`src/rtl/assert_macros.svh`:
```
// Assertion macros used by the top-level RTL file of the sponge hash block.
`ifndef ASSERT_MACROS_SVH
`define ASSERT_MACROS_SVH

// Property must hold at every clock edge outside reset.
`define ASSERT_HOLDS(label, prop, msg) \
  label: assert property (@(posedge clk_i) disable iff (!rst_ni) (prop)) else $error(msg);

// Condition must never be seen at a clock edge outside reset.
`define ASSERT_NEVER(label, cond, msg) \
  label: assert property (@(posedge clk_i) disable iff (!rst_ni) !(cond)) else $error(msg);

`endif

```
`src/rtl/sponge_pkg.sv`:
```
// Package: constants, command types and lane reset values of the sponge hash block.
package sponge_pkg;

  localparam int unsigned LANE_W  = 64;
  localparam int unsigned HALF_W  = 32;
  localparam int unsigned NOISE_W = 32;
  localparam int unsigned CNT_W   = 32;
  localparam int unsigned TDATA_W = 96;  // 64 + 32, already whole bytes

  localparam logic [LANE_W-1:0] ROUND_STEP = 64'h9E3779B97F4A7C15;

  localparam logic [LANE_W-1:0] LANE_INIT_0 = 64'h534D545F110B3A1D;
  localparam logic [LANE_W-1:0] LANE_INIT_1 = 64'hCBF29CE484222325;
  localparam logic [LANE_W-1:0] LANE_INIT_2 = 64'h00000100000001B3;
  localparam logic [LANE_W-1:0] LANE_INIT_3 = 64'h9999999999999999;

  // Which product of x^5 the multiplier works on.
  typedef enum logic [1:0] {
    MUL_SQ,  // t * t
    MUL_QU,  // sq * sq
    MUL_P5   // qu * t
  } mul_sel_e;

  // Commands from the controller to the datapath.
  typedef struct packed {
    logic     absorb;    // fold token and noise in, bump the counter
    logic     rc_init;   // round constant = step
    logic     rc_step;   // round constant += step
    logic     add_rc;    // t = lane + round constant
    mul_sel_e mul_sel;   // operand selection for the multiply
    logic     mul_part;  // register the 32x32 partial products
    logic     mul_sum;   // combine partial products into x
    logic     mix;       // lane = x ^ xor of all x
    logic     load_out;  // copy lane 0 and counter to the output register
  } dp_cmd_t;

  // Reset value of lane idx; lanes past the fourth start at zero.
  function automatic logic [LANE_W-1:0] lane_init(input int unsigned idx);
    logic [LANE_W-1:0] val;
    val = '0;
    if (idx == 0) val = LANE_INIT_0;
    else if (idx == 1) val = LANE_INIT_1;
    else if (idx == 2) val = LANE_INIT_2;
    else if (idx == 3) val = LANE_INIT_3;
    return val;
  endfunction

endpackage

```
`src/rtl/sponge_ctrl.sv`:
```
// Controller: sequences absorb, rounds of add/multiply/mix, and the result handoff.
module sponge_ctrl #(
  parameter int unsigned ROUNDS = 8
) (
  input  logic               clk_i,
  input  logic               rst_ni,
  input  logic               s_axis_tvalid,
  output logic               s_axis_tready,
  output logic               m_axis_tvalid,
  input  logic               m_axis_tready,
  output sponge_pkg::dp_cmd_t cmd_o
);
  import sponge_pkg::*;

  localparam int unsigned RND_W = (ROUNDS > 1) ? $clog2(ROUNDS) : 1;
  localparam logic [RND_W-1:0] LAST_RND = RND_W'(ROUNDS - 1);

  typedef enum logic [2:0] {
    ST_IDLE,
    ST_ADD,
    ST_MULP,
    ST_MULS,
    ST_MIX,
    ST_EMIT
  } state_e;

  state_e           state_q, state_d;
  mul_sel_e         mul_q, mul_d;
  logic [RND_W-1:0] rnd_q, rnd_d;
  logic             mvalid_q, mvalid_d;
  logic             out_free;

  assign out_free      = !mvalid_q || m_axis_tready;
  assign s_axis_tready = (state_q == ST_IDLE);
  assign m_axis_tvalid = mvalid_q;

  // Next state and command decode
  always_comb begin
    state_d  = state_q;
    mul_d    = mul_q;
    rnd_d    = rnd_q;
    mvalid_d = mvalid_q && !m_axis_tready;
    cmd_o    = '{default: '0, mul_sel: mul_q};
    unique case (state_q)
      ST_IDLE: begin
        if (s_axis_tvalid) begin
          cmd_o.absorb  = 1'b1;
          cmd_o.rc_init = 1'b1;
          rnd_d         = '0;
          state_d       = ST_ADD;
        end
      end
      ST_ADD: begin
        cmd_o.add_rc = 1'b1;
        mul_d        = MUL_SQ;
        state_d      = ST_MULP;
      end
      ST_MULP: begin
        cmd_o.mul_part = 1'b1;
        state_d        = ST_MULS;
      end
      ST_MULS: begin
        cmd_o.mul_sum = 1'b1;
        unique case (mul_q)
          MUL_SQ: begin
            mul_d   = MUL_QU;
            state_d = ST_MULP;
          end
          MUL_QU: begin
            mul_d   = MUL_P5;
            state_d = ST_MULP;
          end
          default: state_d = ST_MIX;
        endcase
      end
      ST_MIX: begin
        cmd_o.mix     = 1'b1;
        cmd_o.rc_step = 1'b1;
        if (rnd_q == LAST_RND) begin
          state_d = ST_EMIT;
        end else begin
          rnd_d   = rnd_q + RND_W'(1);
          state_d = ST_ADD;
        end
      end
      ST_EMIT: begin
        if (out_free) begin
          cmd_o.load_out = 1'b1;
          mvalid_d       = 1'b1;
          state_d        = ST_IDLE;
        end
      end
      default: state_d = ST_IDLE;
    endcase
  end

  // State and registered outputs
  always_ff @(posedge clk_i or negedge rst_ni) begin
    if (!rst_ni) begin
      state_q  <= ST_IDLE;
      mul_q    <= MUL_SQ;
      rnd_q    <= '0;
      mvalid_q <= 1'b0;
    end else begin
      state_q  <= state_d;
      mul_q    <= mul_d;
      rnd_q    <= rnd_d;
      mvalid_q <= mvalid_d;
    end
  end

endmodule

```
`config.mk`:
```
export PLATFORM = sky130hd
export DESIGN_NAME = sponge_ctrl
export DESIGN_NICKNAME = d
export VERILOG_FILES = /design/src/rtl/assert_macros.svh /design/src/rtl/sponge_pkg.sv /design/src/rtl/sponge_ctrl.sv
export SDC_FILE = /design/constraint.sdc
export NUM_CORES = 1
export LEC_CHECK = 0
export BUFFER_PORTS_ARGS = -buffer_cell sky130_fd_sc_hd__buf_2
export CORE_AREA = 2 2 39 41
export CTS_BUF_LIST = sky130_fd_sc_hd__clkbuf_4 sky130_fd_sc_hd__clkbuf_8
export DETAILED_ROUTE_END_ITERATION = 16
export DIE_AREA = 0 0 41 43
export PLACE_DENSITY = 0.61
export SLEW_MARGIN = 0
export SYNTH_ARGS = -nofsm -noshare
export SYNTH_HDL_FRONTEND = slang
export SYNTH_SLANG_ARGS = --single-unit
```
`constraint.sdc`:
```
create_clock -name clk_i -period 2.22 [get_ports clk_i]
set_input_delay 0.444 -clock clk_i [delete_from_list [all_inputs] [get_ports clk_i]]
set_output_delay 0.444 -clock clk_i [all_outputs]
set_load 0.02 [all_outputs]
```
=== After elaboration in Yosys (flattened, before gate mapping) ===
Cells that the tools add are included.

* Add/subtract/negate cells: 1
* Reduce and logical (&&, ||, !) cells: 12
* Mux-type cells: 20
* Equal/unequal tests: 11

{| class="wikitable"
|+ Operators by type and width
! kind !! number
|-
| two-way mux 3 bit || 6
|-
| one-hot mux 3 bit (6 select lines) || 1
|-
| equality test 3 bit (second input constant) || 3
|-
| two-way mux 1 bit || 8
|-
| one-hot mux 2 bit (2 select lines) || 2
|-
| equality test 3 x 2 -> 1 bit (second input constant) || 2
|-
| inequality test 2 bit (second input constant) || 3
|-
| one-hot mux 3 bit (2 select lines) || 1
|-
| two-way mux 2 bit || 2
|-
| AND reduction 2 bit || 2
|-
| nonzero test 2 bit || 2
|-
| adder 3 x 1 -> 3 bit (second input constant) || 1
|-
| equality test 3 x 1 -> 1 bit (second input constant) || 1
|-
| logical NOT 3 bit || 1
|-
| inequality test 3 x 1 -> 1 bit (second input constant) || 1
|-
| AND reduction 3 bit || 1
|-
| equality test 2 x 1 -> 1 bit (second input constant) || 1
|-
| logical NOT 1 bit || 2
|-
| logical NOT 2 bit || 1
|-
| OR reduction 2 bit || 1
|-
| logical AND 1 bit || 1
|-
| logical OR 1 bit || 1
|}

* Logic and storage cells: 48
* Bits in registers: 9
* Input port bits: 4

=== Logic depth before layout (Yosys ltp) ===
* Depth after elaboration: 4
* Depth in mapped cells: 5

=== Worst setup path before layout ===
No wires, ideal clock.

* Kind: register to output
* Start point: reg state_q[0]
* End point: out cmd_o[9] (netlist name)
* Required time: 1.776 ns
* Buffers on the path: 2
* Stages on the path, launching flop included: 5
* Path slack: 0.353 ns
* Arrival: 1.423 ns
* Cell sequence: dfrtp_1 -> buf_4 -> nor3_2 -> and2_1 -> buf_4

{| class="wikitable"
|+ RTL lines
! item !! line !! RTL
|-
| start, declared || sponge_ctrl.sv:27 || <nowiki>state_e state_q, state_d;</nowiki>
|-
| start signal, assigned || sponge_ctrl.sv:105 || <nowiki>state_q <= state_d;</nowiki>
|-
| end, declared || sponge_ctrl.sv:11 || <nowiki>output sponge_pkg::dp_cmd_t cmd_o</nowiki>
|}

==> results_dict.tcl <==
set metrics [dict create \
    hold_buffers 0 \
    post_cts_buffers 0 \
    clock_latency_ns 0.26 \
    layout_common_cells "15 x buf_2, 9 x dfrtp_1, 5 x nor2_1" \
    finClkSkew_ns 0.00337 \
    hold_violations 0 \
    fmax_ghz 0.544 \
    min_path_type "in2async" \
    synth_cells 55 \
    ctsResizeCount 0 \
    routed_wl_um 976 \
    n_antenna_cell 0 \
    synth_top_area_cell "dfrtp_1" \
    place_congestion 0.706 \
    drv_cap 0 \
    final_common_cell "buf_2" \
    cp-end-kind "primary output" \
    rows 14 \
    p_comb_share_pct 44.2 \
    die_w_um 41 \
    powerDensity_nw_per_um2 1400 \
    stdcell_area_um2 618 \
    slew_headroom_pct 70.3 \
    nNetsFinal 76 \
    clkTransAtPathRegs_ns 0.06 \
    ys_seq_area_share_pct 42.4 \
    synth_area_um2 532 \
    cts_max_path_buffers 2 \
    drv_slew 0 \
    placed_area_um2 588 \
    wire_per_inst_um 11.5 \
    grt.total_usage_pct 13.9 \
    synth.avg_cell_area_um2 9.67 \
    port_buffers 15 \
    path_cells "inv_1, nor3_1, buf_2" \
    power_switching_mw 0.389 \
    route.vias.total 437 \
    startpoint_type "flip-flop" \
    worst_pin_slew_ns 0.445 \
    cts-root-buf "clkbuf_4" \
    htreeDepth 1 \
    ant_nets 0 \
    seqPwrFrac_pct 39.6 \
    yosysTopAreaCellShare_pct 42.4 \
    fp.dieH_um 43 \
    grt_antenna_before_repair 0 \
    crit_type "reg2out" \
    netSwitchingFraction_pct 44.9 \
    drt_iter0_markers 9 \
    ioPinCount 16 \
    p_int_mw 0.477 \
    synth_warnings 0 \
    die_area_um2 1760 \
    p_leak_nw 0.310 \
    drive_above_1_share_pct 31.9 \
    cts_made_buffers 3 \
    yosysUniqueCellTypes 28 \
    grt_pass1_vias 345 \
    yosys-top-cells-area "dfrtp_1 42%, o2bb2ai_1 4.9%, ha_1 4.7%" \
    outcome "complete, no violations" \
    viasPerCell 5.14 \
    numClockSinks 9 \
    cp_max_fo 9 \
    required_ns 1.78 \
    setup_viol 0 \
    core_area_um2 1380 \
    ir_worst_vdd_uv 656 \
    dp_hpwl_um 709 \
    cpPeakStageDelay_ns 0.51 \
    grt_overflow 0 \
    dr.pass1.iters 4 \
    drcViolationCount 0 \
    min_period_over_period_pct 82.9 \
    cts_tree "built" \
    synth.net_count 61 \
    yosys_register_bits 9 \
    syn_to_final_growth_pct 16.2 \
    cp_slowest_cell "dfrtp_1" \
    start_util_pct 38.4 \
    setup-tns-final_ns 0 \
    grt_max_degree 16 \
    rsz0062_at_grt "no" \
    grt_first_pass_wirelength_um 1590 \
    p_clk_share_pct 16.1 \
    cp.arrival_ns 1.40 \
    period_minus_slack_ns 1.84 \
]
## stage by stage
| step | utilization, % | std cells | total power, mW | hold slack [ns] | setup WS, ns |
|---|---|---|---|---|---|
| 2_1_floorplan | - | 55 | 0.654 | 0.148 | 0.353 |
| 3_3_place_gp | 42.5 | 81 | 0.736 | 0.311 | 0.655 |
| 3_5_place_dp | 42.5 | 81 | 0.734 | 0.311 | 0.661 |
| 4_1_cts | 44.7 | 85 | 0.878 | 0.0260 | 0.365 |
| 5_1_grt | 44.7 | 85 | 0.942 | 0.0361 | 0.189 |
| 6_report | 44.7 | 85 | 0.866 | 0.0286 | 0.380 |
## cells by family after synthesis
group / synth area share [%]
AOI/OAI and AO/OA: 16.9
adders and majority gates: 4.71
buffers and inverters: 8.00
DFF: 42.4
muxes: 1.88
and+or+nand+nor: 26.1
## worst max-delay path, delay by kind of cell (launching register included)
kind	cells	cell delay (ns)
simple gates	1	0.25
buf+inv	2	0.38
flops	1	0.51
## area by class of cell
class	instances	area (um2)
fillers	135	766
multi-input cells	40	264
flip-flops and latches	9	225
repair buffers	15	75.1
clock buffers	4	30.0
well taps	16	20.0
inverters	1	3.75
## registers in the layout (all words and copies together) (netlist names)
| name | flops |
|---|---|
| state_q | 3 |
| mul_q | 2 |
| m_axis_tvalid | 1 |
| rnd_q | 3 |
## cell usage after synthesis
cell / instances
a21oi_1: 4
a22o_1: 1
a31oi_1: 1
and2_1: 1
and3_1: 2
buf_2: 1
buf_4: 3
buf_6: 1
dfrtp_1: 9
ha_1: 2
inv_1: 1
mux2i_1: 1
nand2_1: 3
nand2b_1: 3
nand3b_1: 1
nor2_1: 5
nor2b_1: 1
nor3_1: 2
nor3_2: 1
nor3b_1: 1
nor4_1: 1
nor4b_1: 2
o21ai_0: 1
o21ai_2: 1
o22ai_1: 1
o2bb2ai_1: 3
o31a_1: 1
or2_2: 1
## power by group through the flow
stage,Sequential [mW],Combinational [mW],Clock (mW)
after floorplan,0.306,0.347,0
after global placement,0.345,0.391,0
after detailed placement,0.346,0.388,0
after CTS,0.344,0.388,0.146
after global routing,0.363,0.424,0.155
final,0.343,0.383,0.140
## path summary, 6_finish.rpt
| path | startpoint | endpoint | depth (start not counted) | slack [ns] |
|---|---|---|---|---|
| setup / recovery | state_q[2]$_DFFE_PN0P_ | cmd_o[7] | 3 | 0.38 |
| hold / removal | rst_ni | state_q[1]$_DFFE_PN0P_ | 1 | 0.03 |
| setup reg to reg | rnd_q[0]$_DFFE_PN0P_ | rnd_q[2]$_DFFE_PN0P_ | 5 | 0.74 |
| hold reg to reg | rnd_q[1]$_DFFE_PN0P_ | rnd_q[1]$_DFFE_PN0P_ | 1 | 0.52 |
| max in group asynchronous | rst_ni | mul_q[1]$_DFFE_PN0P_ | 1 | 2.00 |
| min in group clk_i | m_axis_tready | m_axis_tvalid$_DFF_PN0_ | 3 | 0.47 |
## metal layers
metal  part of all wire [%]  vias to the layer above  global-route usage, %
li1                       -                      227                      -
met1                     49                      199                   20.1
met2                     44                       11                   18.1
met3                    6.3                        0                   7.85
met4                      0                        0                   2.00
met5                      0                        -                      0
No activity file was read; power rests on OpenSTA's default activity.
